`config.mk`:
```
export PLATFORM = sky130hd
export DESIGN_NAME = mix_accumulate_adaptive_limiter
export DESIGN_NICKNAME = d
export VERILOG_FILES = /design/src/rtl/core/mal_pkg.sv /design/src/rtl/core/mix_accumulate_adaptive_limiter.sv /design/src/rtl/core/mal_front.sv /design/src/rtl/core/mal_queue.sv /design/src/rtl/core/mal_back.sv
export SDC_FILE = /design/constraint.sdc
export NUM_CORES = 2
export LEC_CHECK = 0
export BUFFER_PORTS_ARGS = -buffer_cell sky130_fd_sc_hd__buf_4
export CORE_MARGIN = 8
export CORE_UTILIZATION = 50
export CTS_BUF_LIST = sky130_fd_sc_hd__clkbuf_4
export CTS_CLUSTER_SIZE = 28
export DETAILED_ROUTE_END_ITERATION = 10
export HOLD_SLACK_MARGIN = 0.12
export MAX_ROUTING_LAYER = met4
export PLACE_DENSITY = 0.74
export SKIP_CTS_REPAIR_TIMING = 1
export SLEW_MARGIN = 10
export SYNTH_ARGS = -nofsm -noshare
export SYNTH_HDL_FRONTEND = slang
export SYNTH_SLANG_ARGS = --single-unit
```
`constraint.sdc`:
```
create_clock -name clk_i -period 16.2 [get_ports clk_i]
set_clock_uncertainty 0.1 [all_clocks]
set_input_delay 1.62 -clock clk_i [delete_from_list [all_inputs] [get_ports clk_i]]
set_output_delay 1.62 -clock clk_i [all_outputs]
set_load 0.02 [all_outputs]
```
`src/rtl/core/mal_pkg.sv`:
```
`timescale 1ns / 1ps
// Shared types, constants and helpers for the mix accumulator with adaptive limiter.
// No dependencies; every other file of the block refers to this package by scoped names.
package mal_pkg;

  localparam int unsigned PART_W    = 24;
  localparam int unsigned SUM_W     = 32;
  localparam int unsigned OUT_W     = 16;
  localparam int unsigned REG_W     = 25;
  localparam int unsigned CFG_IDX_W = 2;
  localparam int unsigned Q_DEPTH   = 2;

  // Register indexes of the configuration port
  localparam logic [CFG_IDX_W-1:0] REG_GAIN_FLOOR     = CFG_IDX_W'(0);
  localparam logic [CFG_IDX_W-1:0] REG_GAIN_RISE_STEP = CFG_IDX_W'(1);

  localparam logic [REG_W-1:0] GAIN_FLOOR_RST     = REG_W'(3355443);
  localparam logic [REG_W-1:0] GAIN_RISE_STEP_RST = REG_W'(336);

  localparam logic signed [SUM_W-1:0] SUM_MAX = {1'b0, {(SUM_W-1){1'b1}}};
  localparam logic signed [SUM_W-1:0] SUM_MIN = {1'b1, {(SUM_W-1){1'b0}}};

  localparam logic signed [OUT_W-1:0] OUT_MAX = {1'b0, {(OUT_W-1){1'b1}}};
  localparam logic signed [OUT_W-1:0] OUT_MIN = {1'b1, {(OUT_W-1){1'b0}}};

  // Finished frame sums handed from the front to the back
  typedef struct packed {
    logic signed [SUM_W-1:0] left_sum;
    logic signed [SUM_W-1:0] right_sum;
  } sum_pair_t;

  typedef struct packed {
    logic [REG_W-1:0] gain_floor;
    logic [REG_W-1:0] gain_rise_step;
  } cfg_t;

  // Saturating add of one contribution into a 32-bit accumulator
  function automatic logic signed [SUM_W-1:0] sat_add(
    input logic signed [SUM_W-1:0]  acc,
    input logic signed [PART_W-1:0] part
  );
    logic signed [SUM_W:0] wide;
    wide = {acc[SUM_W-1], acc} + (SUM_W+1)'(part);
    if (wide > (SUM_W+1)'(SUM_MAX)) begin
      return SUM_MAX;
    end else if (wide < (SUM_W+1)'(SUM_MIN)) begin
      return SUM_MIN;
    end
    return wide[SUM_W-1:0];
  endfunction

endpackage

```
`src/rtl/core/mix_accumulate_adaptive_limiter.sv`:
```
`timescale 1ns / 1ps
// Top level of the mix accumulator with adaptive limiter: config registers and wiring.
// Depends on mal_pkg, mal_front, mal_queue and mal_back.
//
// Each input transfer adds one panned stereo contribution into saturating 32-bit
// left and right sums; a transfer with frame_end_i set closes the frame, and one
// output transfer follows carrying both sums scaled by the current Q(GAIN_FRAC_BITS)
// gain (truncated toward zero), clamped to 16 bits, with clipped_o flagging any
// clamp. The gain drops by one hundredth while a scaled sample leaves 16-bit range
// and the gain sits above gain_floor, and climbs by gain_rise_step up to unity
// while the sample stays in range; left is judged before right. The block takes one
// input transfer every cycle while the queue has room and can deliver one frame
// every cycle while out_ready_i is high: the gain loop (magnitude, one 32 x
// (GAIN_FRAC_BITS+1) multiply per channel, two chained gain updates) is
// combinational. A frame result passes the queue and the output register before it
// shows. A two-entry queue of finished frames separates the accumulating front from
// the scaling back, so in_ready_o drops only after the output has stalled with two
// further frames waiting. Configuration writes are always taken (cfg_ready_o is
// high); an index beyond gain_rise_step is ignored, and writes leave the gain alone.
module mix_accumulate_adaptive_limiter #(
  parameter int unsigned GAIN_FRAC_BITS = 24
) (
  input  logic                                 clk_i,
  input  logic                                 rst_ni,
  // contribution channel
  input  logic                                 in_valid_i,
  output logic                                 in_ready_o,
  input  logic signed [mal_pkg::PART_W-1:0]    left_part_i,
  input  logic signed [mal_pkg::PART_W-1:0]    right_part_i,
  input  logic                                 frame_end_i,
  // output sample channel
  output logic                                 out_valid_o,
  input  logic                                 out_ready_i,
  output logic signed [mal_pkg::OUT_W-1:0]     left_out_o,
  output logic signed [mal_pkg::OUT_W-1:0]     right_out_o,
  output logic                                 clipped_o,
  // configuration write channel
  input  logic                                 cfg_valid_i,
  output logic                                 cfg_ready_o,
  input  logic [mal_pkg::CFG_IDX_W-1:0]        cfg_index_i,
  input  logic [mal_pkg::REG_W-1:0]            cfg_data_i
);

  mal_pkg::cfg_t      cfg_q, cfg_d;
  logic               q_full, q_valid, push, pop;
  mal_pkg::sum_pair_t push_data, q_data;

  // Configuration registers: decode the index, drop unknown ones
  assign cfg_ready_o = 1'b1;

  always_comb begin
    cfg_d = cfg_q;
    if (cfg_valid_i && cfg_ready_o) begin
      case (cfg_index_i)
        mal_pkg::REG_GAIN_FLOOR:     cfg_d.gain_floor     = cfg_data_i;
        mal_pkg::REG_GAIN_RISE_STEP: cfg_d.gain_rise_step = cfg_data_i;
        default:                     cfg_d                = cfg_q;
      endcase
    end
  end

  always_ff @(posedge clk_i or negedge rst_ni) begin
    if (!rst_ni) begin
      cfg_q.gain_floor     <= mal_pkg::GAIN_FLOOR_RST;
      cfg_q.gain_rise_step <= mal_pkg::GAIN_RISE_STEP_RST;
    end else begin
      cfg_q <= cfg_d;
    end
  end

  // Front: accumulate contributions, push each finished frame
  mal_front u_front (
    .clk_i        (clk_i),
    .rst_ni       (rst_ni),
    .in_valid_i   (in_valid_i),
    .in_ready_o   (in_ready_o),
    .left_part_i  (left_part_i),
    .right_part_i (right_part_i),
    .frame_end_i  (frame_end_i),
    .q_full_i     (q_full),
    .push_o       (push),
    .push_data_o  (push_data)
  );

  // Hold finished frames until the back can take them
  mal_queue u_queue (
    .clk_i       (clk_i),
    .rst_ni      (rst_ni),
    .push_i      (push),
    .push_data_i (push_data),
    .full_o      (q_full),
    .valid_o     (q_valid),
    .data_o      (q_data),
    .pop_i       (pop)
  );

  // Back: scale, adapt gain, clamp, register the result
  mal_back #(
    .GAIN_FRAC_BITS (GAIN_FRAC_BITS)
  ) u_back (
    .clk_i       (clk_i),
    .rst_ni      (rst_ni),
    .cfg_i       (cfg_q),
    .q_valid_i   (q_valid),
    .q_data_i    (q_data),
    .pop_o       (pop),
    .out_valid_o (out_valid_o),
    .out_ready_i (out_ready_i),
    .left_out_o  (left_out_o),
    .right_out_o (right_out_o),
    .clipped_o   (clipped_o)
  );

endmodule

```
`src/rtl/core/mal_front.sv`:
```
`timescale 1ns / 1ps
// Front end: takes contributions and keeps the saturating left/right accumulators.
// Depends on mal_pkg; pushes finished frame sums into mal_queue.
module mal_front (
  input  logic                              clk_i,
  input  logic                              rst_ni,
  input  logic                              in_valid_i,
  output logic                              in_ready_o,
  input  logic signed [mal_pkg::PART_W-1:0] left_part_i,
  input  logic signed [mal_pkg::PART_W-1:0] right_part_i,
  input  logic                              frame_end_i,
  input  logic                              q_full_i,
  output logic                              push_o,
  output mal_pkg::sum_pair_t                push_data_o
);

  logic signed [mal_pkg::SUM_W-1:0] left_sum_q, left_sum_d;
  logic signed [mal_pkg::SUM_W-1:0] right_sum_q, right_sum_d;
  logic                             accept;
  logic signed [mal_pkg::SUM_W-1:0] left_new, right_new;

  assign in_ready_o = !q_full_i;
  assign accept     = in_valid_i && in_ready_o;

  assign left_new  = mal_pkg::sat_add(left_sum_q, left_part_i);
  assign right_new = mal_pkg::sat_add(right_sum_q, right_part_i);

  assign push_o                = accept && frame_end_i;
  assign push_data_o.left_sum  = left_new;
  assign push_data_o.right_sum = right_new;

  always_comb begin
    left_sum_d  = left_sum_q;
    right_sum_d = right_sum_q;
    if (accept) begin
      // clear on frame end, the finished sums travel through the queue
      left_sum_d  = frame_end_i ? '0 : left_new;
      right_sum_d = frame_end_i ? '0 : right_new;
    end
  end

  always_ff @(posedge clk_i or negedge rst_ni) begin
    if (!rst_ni) begin
      left_sum_q  <= '0;
      right_sum_q <= '0;
    end else begin
      left_sum_q  <= left_sum_d;
      right_sum_q <= right_sum_d;
    end
  end

endmodule

```
`src/rtl/core/mal_queue.sv`:
```
`timescale 1ns / 1ps
// Short FIFO of finished frame sums between the front and the back.
// Depends on mal_pkg for the entry type and depth.
module mal_queue (
  input  logic               clk_i,
  input  logic               rst_ni,
  input  logic               push_i,
  input  mal_pkg::sum_pair_t push_data_i,
  output logic               full_o,
  output logic               valid_o,
  output mal_pkg::sum_pair_t data_o,
  input  logic               pop_i
);

  localparam int unsigned PTR_W = (mal_pkg::Q_DEPTH > 1) ? $clog2(mal_pkg::Q_DEPTH) : 1;
  localparam int unsigned CNT_W = $clog2(mal_pkg::Q_DEPTH + 1);
  localparam logic [PTR_W-1:0] LAST = PTR_W'(mal_pkg::Q_DEPTH - 1);

  mal_pkg::sum_pair_t entry_q [mal_pkg::Q_DEPTH];
  logic [PTR_W-1:0]   wr_ptr_q, wr_ptr_d;
  logic [PTR_W-1:0]   rd_ptr_q, rd_ptr_d;
  logic [CNT_W-1:0]   count_q, count_d;

  assign full_o  = (count_q == CNT_W'(mal_pkg::Q_DEPTH));
  assign valid_o = (count_q != '0);
  assign data_o  = entry_q[rd_ptr_q];

  always_comb begin
    wr_ptr_d = wr_ptr_q;
    rd_ptr_d = rd_ptr_q;
    count_d  = count_q;
    if (push_i) begin
      wr_ptr_d = (wr_ptr_q == LAST) ? '0 : wr_ptr_q + PTR_W'(1);
    end
    if (pop_i) begin
      rd_ptr_d = (rd_ptr_q == LAST) ? '0 : rd_ptr_q + PTR_W'(1);
    end
    case ({push_i, pop_i})
      2'b10:   count_d = count_q + CNT_W'(1);
      2'b01:   count_d = count_q - CNT_W'(1);
      default: count_d = count_q;
    endcase
  end

  always_ff @(posedge clk_i or negedge rst_ni) begin
    if (!rst_ni) begin
      wr_ptr_q <= '0;
      rd_ptr_q <= '0;
      count_q  <= '0;
    end else begin
      wr_ptr_q <= wr_ptr_d;
      rd_ptr_q <= rd_ptr_d;
      count_q  <= count_d;
    end
  end

  always_ff @(posedge clk_i) begin
    if (push_i) begin
      entry_q[wr_ptr_q] <= push_data_i;
    end
  end

endmodule

```
`src/rtl/core/mal_back.sv`:
```
`timescale 1ns / 1ps
// Back end: scales a finished frame by the gain, adapts the gain, clamps to 16 bits.
// Depends on mal_pkg; drains mal_queue and drives the registered output channel.
module mal_back #(
  parameter int unsigned GAIN_FRAC_BITS = 24
) (
  input  logic                             clk_i,
  input  logic                             rst_ni,
  input  mal_pkg::cfg_t                    cfg_i,
  input  logic                             q_valid_i,
  input  mal_pkg::sum_pair_t               q_data_i,
  output logic                             pop_o,
  output logic                             out_valid_o,
  input  logic                             out_ready_i,
  output logic signed [mal_pkg::OUT_W-1:0] left_out_o,
  output logic signed [mal_pkg::OUT_W-1:0] right_out_o,
  output logic                             clipped_o
);

  localparam int unsigned SW = mal_pkg::SUM_W;
  localparam int unsigned OW = mal_pkg::OUT_W;
  localparam int unsigned GW = GAIN_FRAC_BITS + 1;
  localparam int unsigned AW = ((GW > mal_pkg::REG_W) ? GW : mal_pkg::REG_W) + 1;
  localparam int unsigned PW = SW + GW;

  localparam logic [GW-1:0] GAIN_UNITY = {1'b1, {GAIN_FRAC_BITS{1'b0}}};
  localparam logic [GW-1:0] GAIN_DROP  =
    GW'(((64'd1 << GAIN_FRAC_BITS) + 64'd50) / 64'd100);
  localparam logic [SW-1:0] NEG_LIMIT  = SW'(1) << (OW - 1);

  typedef struct packed {
    logic               over;
    logic [OW-1:0]      value;
  } chan_t;

  logic [GW-1:0]  gain_q, gain_d, gain_mid;
  logic           out_valid_q;
  logic [OW-1:0]  left_q, right_q;
  logic           clip_q;
  chan_t          left_c, right_c;

  function automatic chan_t scale_clamp(
    input logic signed [SW-1:0] sum,
    input logic [GW-1:0]        g
  );
    logic          neg;
    logic [SW-1:0] mag;
    logic [PW-1:0] prod;
    logic [SW-1:0] p;
    chan_t         c;
    neg  = sum[SW-1];
    mag  = neg ? (~sum + SW'(1)) : sum;
    prod = PW'(mag) * PW'(g);
    p    = prod[GAIN_FRAC_BITS +: SW];
    c.over = neg ? (p > NEG_LIMIT) : (p >= NEG_LIMIT);
    if (c.over) begin
      c.value = neg ? mal_pkg::OUT_MIN : mal_pkg::OUT_MAX;
    end else begin
      c.value = neg ? (~p[OW-1:0] + OW'(1)) : p[OW-1:0];
    end
    return c;
  endfunction

  function automatic logic [GW-1:0] adapt(
    input logic [GW-1:0] g,
    input logic          over,
    input mal_pkg::cfg_t cfg
  );
    logic [AW-1:0] ge, fl, raised;
    logic [GW-1:0] r;
    ge     = AW'(g);
    fl     = AW'(cfg.gain_floor);
    raised = ge + AW'(cfg.gain_rise_step);
    r      = g;
    if (over) begin
      if (ge > fl) begin
        r = (g > GAIN_DROP) ? g - GAIN_DROP : '0;
      end
    end else if (g < GAIN_UNITY) begin
      r = (raised > AW'(GAIN_UNITY)) ? GAIN_UNITY : raised[GW-1:0];
    end
    return r;
  endfunction

  assign pop_o = q_valid_i && (!out_valid_q || out_ready_i);

  // both channels scale with the gain from before this frame
  assign left_c   = scale_clamp(q_data_i.left_sum, gain_q);
  assign right_c  = scale_clamp(q_data_i.right_sum, gain_q);
  assign gain_mid = adapt(gain_q, left_c.over, cfg_i);
  assign gain_d   = pop_o ? adapt(gain_mid, right_c.over, cfg_i) : gain_q;

  always_ff @(posedge clk_i or negedge rst_ni) begin
    if (!rst_ni) begin
      gain_q      <= GAIN_UNITY;
      out_valid_q <= 1'b0;
    end else begin
      gain_q <= gain_d;
      if (pop_o) begin
        out_valid_q <= 1'b1;
      end else if (out_ready_i) begin
        out_valid_q <= 1'b0;
      end
    end
  end

  always_ff @(posedge clk_i) begin
    if (pop_o) begin
      left_q  <= left_c.value;
      right_q <= right_c.value;
      clip_q  <= left_c.over || right_c.over;
    end
  end

  assign out_valid_o = out_valid_q;
  assign left_out_o  = left_q;
  assign right_out_o = right_q;
  assign clipped_o   = clip_q;

endmodule

```
After elaboration in Yosys (flattened, before gate mapping)
Memory sizes are Yosys's and may differ from the RTL's.
Index checks and enable logic that the tools add are counted.
Widths: inputs -> output; s select.
- add/sub/neg operators: 14
- multipliers: 2
- magnitude comparators: 16
- equal/unequal tests: 4
- mux-type cells: 39
- bitwise operators: 4
- reduce and logical (&&, ||, !) cells: 13
- operators by type and width (cell ; number):
    $mux 32 ; 10
    $mux 25 ; 10
    $mul 32x25->56 ; 2
    $mux 16 ; 6
    $add 32x24->33 ; 2
    $gt 33x32->1 const B ; 2
    $lt 33x32->1 const B ; 2
    $add 32x2->32 const B ; 2
    $ge 32x16->1 const B ; 2
    $gt 32x16->1 const B ; 2
    $not 32->32 ; 2
    $add 25x25->26 ; 2
    $gt 26x25->1 const B ; 2
    $gt 25x18->1 const B ; 2
    $gt 25x25->1 ; 2
    $lt 25x25->1 const B ; 2
    $sub 25x18->25 const B ; 2
    $add 16x1->16 const B ; 2
    $not 16->16 ; 2
    $mux 1 ; 12
    $reduce_bool 2->1 ; 3
    $eq 2x1->1 const B ; 2
    $eq 2x2->1 const B ; 2
    $pmux 2 s2 ; 1
    8 further kinds ; 14
- bits in registers: 177
- bits in writable memories: 128
- input bits: 81
- output and inout port bits: 36
- logic and storage cells: 105
- memories: 1
- memory list (name ; words ; width ; read ports ; clocked after Yosys merged registers in ; write ports ; line ; source):
    u_queue.entry_q ; 2 ; 64 ; 1 ; 0 ; 1 ; mal_queue.sv:19 ; mal_pkg::sum_pair_t entry_q [mal_pkg::Q_DEPTH];

Logic depth before layout (Yosys ltp)
An unclocked memory read counts as a cell.
- word-level depth: 13
- gate-level depth with buffers: 73

Modules after synthesis
A second synthesis with hierarchy kept.
- cell total of the unflattened synthesis: 8481
- area, all modules: 75104.5 um^2
- modules (own cells, without submodules) (module ; instances ; cells each ; area an instance (um^2) ; sequential area each (um^2)):
    mal_back ; 1 ; 7337 ; 61798.0 ; 1642.8
    mal_front ; 1 ; 821 ; 6378.6 ; 1601.5
    mal_queue ; 1 ; 215 ; 5011.1 ; 3943.8
    mix_accumulate_adaptive_limiter ; 1 ; 108 ; 1916.8 ; 1270.0

Least setup slack after synthesis
Ideal clock, no wire load.
- kind: reg2reg
- from: register u_queue.rd_ptr_q
- to: register u_back.gain_q[10]
- data arrival time: 17468 ps
- required time: 16030 ps
- slack: -1438 ps
- stages on the path, launching flop included: 70
- buffers on the path: 16
- path through: dfrtp_1 -> buf_6 -> buf_2 -> buf_1 -> clkbuf_1 -> buf_1 -> buf_1 -> clkbuf_1 -> clkbuf_1 -> clkbuf_1 -> clkbuf_1 -> mux2i_1 -> ha_1 -> nand2_1 -> nor3_1 -> and3_1 -> nand2b_1 -> nor4_1 -> [34 not listed] -> nor2_1 -> ha_1 -> a21o_1 -> a21o_1 -> a21oi_1 -> nand2_1 -> a221o_1 -> a211o_1 -> a31o_2 -> a21oi_1 -> xnor2_1 -> or4_1 -> o31a_1 -> nor4_4 -> buf_2 -> a22oi_1 -> o21ai_0 -> o22a_1
- longest elaborated chain between the ends: 13
- elaborated cells on any way between the ends: 27
- those cells by class: add/sub: 4; mul: 2; order compare: 8; mux: 10; bitwise: 2; memory: 1
- ends and longest elaborated chain (what ; line ; source):
    start, declared ; mal_queue.sv:21 ; logic [PTR_W-1:0] rd_ptr_q, rd_ptr_d;
    start signal, assigned ; mal_queue.sv:52 ; rd_ptr_q <= rd_ptr_d;
    $mem_v2 2x64 * ; -- ;
    $not 32->32 ; mal_back.sv:52 ; mag = neg ? (~sum + SW'(1)) : sum;
    $add 32x2->32 ; mal_back.sv:52 ;
    $mux 32 ; mal_back.sv:52 ;
    $mul 32x25->56 ; mal_back.sv:53 ; prod = PW'(mag) * PW'(g);
    $ge 32x16->1 or $gt 32x16->1 (tied branches) ; mal_back.sv:55 ; c.over = neg ? (p > NEG_LIMIT) : (p >= NEG_LIMIT);
    $mux 1 ; mal_back.sv:55 ;
    $mux 25 ; mal_back.sv:75 ; if (over) begin
    $add 25x25->26 ; mal_back.sv:73 ; raised = ge + AW'(cfg.gain_rise_step);
    $gt 26x25->1 ; mal_back.sv:80 ; r = (raised > AW'(GAIN_UNITY)) ? GAIN_UNITY : raised[GW-1:0];
    $mux 25 ; mal_back.sv:80 ;
    $mux 25 ; mal_back.sv:79 ; end else if (g < GAIN_UNITY) begin
    $mux 25 * ; mal_back.sv:75 ;
    end signal, assigned ; mal_back.sv:98 ; gain_q <= gain_d;
    end, declared ; mal_back.sv:36 ; logic [GW-1:0] gain_q, gain_d, gain_mid;
Mark *: on every way between the ends. The rest lies on a longest branch, timed or not.
A chain may end at the register's enable or synchronous reset.

Worst setup path in the final report
- from: register u_queue.rd_ptr_q
- to: register u_back.gain_q[21]
Same word-level chain as after synthesis.

==> flow_summary_export.csv <==
group,metric,value,unit
logic_synthesis,synth_cell_types,109,
logic_synthesis,yosysMostFrequentCell,"inv_1",
grt,busiest_layer,"met2",
cts,clockBufferDepth,3,
finish,fin_nets,10400,
logic_synthesis,synthTopCellsByArea,"fa_1 (37%), ha_1 (9.0%), inv_1 (7.4%), edfxtp_1 (6.5%), nand2_1 (6.1%)",
logic_synthesis,netlist_area,74900,µm²
sta,tightest_slew,1.25,ns
setup_path,path_delay_family,"simple AND/OR/NAND/NOR gates",
cts,cts_root_buffer,"clkbuf_4",
setup_path,crit_fanout,20,
route,drc_errors,0,
finish,fin_cells,10500,
logic_synthesis,syn_nets,10500,
logic_synthesis,ys.flop_type,"edfxtp_1",
logic_synthesis,async_flop_share,0.472,
min_path,hp-class,"flop to flop",
grt,gr-usage-met1,0.390,
cts,cts_tree,"built",
route,ant_nets,0,
logic_synthesis,synth_edf_count,161,
grt,grt_max_degree,95,
setup_path,critPathMaxStageDelay,0.93,ns
route,dr.first_iter.drc_count,5262,
cts,tritoncts_num_sinks,305,
grt,track_usage,0.294,
setup_path,crit_buf_inv,9,
floorplan,fp.dieW,403,µm
route,finalWirelength,231,mm
logic_synthesis,syn_inst,8485,
finish,syn2layout_area_growth,6.93,%
placed_design,place.gp.congestion,1.00,
sta,slew_headroom,0.164,
floorplan,num_rows,142,
sta,fin_crit,15.59,ns
logic_synthesis,synth_top_family_by_area,"adder cells",
logic_synthesis,yosysSeqAreaShare,0.113,
sta,grt_setup_unrepaired,"no",
route,viasPerCell,5.79,
cts,clkSlewWorstSetupHoldPaths,0.08,ns
sta,finalCritPeriodShare,0.962,
route,wl_per_cell,22.1,µm
logic_synthesis,yosys.area_share.simple,0.182,
setup_path,crit_path_start_kind,"flop",
setup_path,endpoint_kind,"flop",
route,routed-via-count,60700,
setup_path,cp_common_cell,"fa_1",
finish,drive_gt1_frac,0.0836,
setup_path,slowest_stage,"nor4_1",
finish,fillers,13600,
floorplan,core,149000,µm²
route,firstDrtPassIters,6,
logic_synthesis,synth_compound_area_frac,0.104,
cts,h-tree-depth,3,
grt,grt_antenna_before_repair,12,
floorplan,start_util,0.502,
setup_path,cp_data_arrival_time,16.26,ns
logic_synthesis,synthDominantCellAreaShare,0.367,
grt,first_global_vias,64100,
logic_synthesis,yosys_register_bits,305,
logic_synthesis,yosysTopAreaCell,"fa_1",
placed_design,dp_hpwl,184,mm
placed_design,port_buffers,115,
status,status,"completed",
sta,final-hold-violation-count,0,
grt,grt_use_met2,0.448,
logic_synthesis,synthTopCellsByCount,"inv_1 (1,469), fa_1 (1,374), nand2_1 (1,207), and2_1 (720), ha_1 (539)",
logic_synthesis,synth_fa_ha_area_frac,0.461,
setup_path,cp_data_required_time,16.87,ns
logic_synthesis,synth_xor_area_frac,0.0270,
grt,grt-ovfl-total,0,
setup_path,crit_type,"flop to flop",
sta,final_max_slew_viol_count,0,
sta,setup_tns,0,ns
floorplan,io_pins,117,
cts,worstSkewPairLatency,0.91,ns
flow_run,max-cap-violations,0,
logic_synthesis,synth_warnings,0,
cts,numCtsBuffers,80,
floorplan,dieArea,162000,µm²
placed_design,dpl.cell_count,10300,
sta,setup-violations-final,0,
logic_synthesis,muxShareOfSynthArea,0.0168,
floorplan,die_h,403,µm
sta,fmax,64.1,MHz
grt,grt_pass1_wl,365,mm
grt,grt_util_met3,0.0622,
logic_synthesis,avgSynthCellArea,8.83,µm²
-- cell families (layout without fill, tap and decap cells) --
| kind of cell | Yosys count | count (layout) |
|---|---|---|
| adders and majority gates | 1937 | 1937 |
| buffers and inverters | 1922 | 1957 |
| DFF | 305 | 305 |
| xor gates and xnor gates | 231 | 231 |
| AOI/OAI and AO/OA | 1177 | 1177 |
| muxes | 120 | 120 |
| other | 1 | 17 |
| and+or+nand+nor | 2792 | 2792 |
-- state kept, by name, indices dropped and copies added (netlist names), 2 cells and up --
signal,count
u_queue.entry_q,128
cfg_q,50
u_front.left_sum_q,32
u_front.right_sum_q,32
u_back.gain_q,25
u_back.left_out_o,16
u_back.right_out_o,16
u_queue.count_q,2
-- stage by stage --
step	utilization	hold WS, ns	worst slack (ns)	cell area, µm²
detailed placement	0.528	0.375	0.275	78800
CTS	0.535	0.390	0.209	79800
global route	0.536	0.408	0.0919	80100
finish	0.537	0.386	0.611	80100
global placement	0.528	0.365	0.497	78800
floorplan	-	0.353	0.00549	74900
-- worst register-to-register path: cells and delay by family (launching register included) --
family | cells | cell delay, ns
compound gates | 9 | 2.29
flops | 1 | 0.59
xor+xnor | 2 | 0.37
fa+ha+maj | 10 | 4.60
mux | 2 | 0.49
buf+inv | 9 | 1.70
simple gates | 19 | 5.36
-- worst paths after layout --
| check | startpoint | endpoint | slack [ns] | cells past startpoint |
|---|---|---|---|---|
| hold / removal | u_front.right_sum_q[19] | u_front.right_sum_q[19] | 0.39 | 2 |
| hold reg to reg | u_front.right_sum_q[19] | u_front.right_sum_q[19] | 0.39 | 2 |
| max in group asynchronous | rst_ni | cfg_q[3] | 14.09 | 2 |
| setup / recovery | u_queue.rd_ptr_q | u_back.gain_q[21] | 0.61 | 51 |
| setup reg to reg | u_queue.rd_ptr_q | u_back.gain_q[21] | 0.61 | 51 |
| min in group asynchronous | rst_ni | u_back.gain_q[8] | 0.75 | 1 |
-- routing by layer --
| metal | wire (µm) | up-vias |
|---|---|---|
| li1 | - | 26900 |
| met1 | 97100 | 30700 |
| met2 | 104000 | 2679 |
| met3 | 21200 | 517 |
| met4 | 9210 | 0 |
| met5 | 0 | - |
-- cells in the final DEF, fill, tap and decap left out, drive strengths merged, types with 35 or more instances in the layout --
| master | n |
|---|---|
| nand2b | 55 |
| xor2 | 88 |
| ha | 539 |
| edfxtp | 161 |
| clkbuf | 111 |
| a31oi | 35 |
| fa | 1374 |
| buf | 336 |
| xnor2 | 143 |
| nand2 | 1207 |
| a21oi | 273 |
| o211ai | 35 |
| o21ai | 288 |
| inv | 1473 |
| o21a | 58 |
| mux2 | 44 |
| nor4 | 46 |
| a22oi | 38 |
| a21o | 108 |
| a211oi | 35 |
| mux2i | 76 |
| nor2b | 37 |
| nor2 | 348 |
| dfrtp | 128 |
| nand4 | 49 |
| nand3 | 56 |
| and3 | 35 |
| and2 | 721 |
| nor3 | 102 |
-- cell type report --
class,instances,area [µm²],area share
Timing Repair Buffer,337,2680,0.0334
Clock buffer,110,826,0.0103
Tap cell,1944,2430,0.0304
Inverter,1471,5520,0.0690
Antenna cell,16,40.0,0.000500
Clock inverter,39,216,0.00270
Multi-Input combinational cell,6258,59900,0.748
Sequential cell,305,8500,0.106
Power is not shown: default switching activity piles up to over one toggle a cycle in this logic, so the estimate is an artifact.
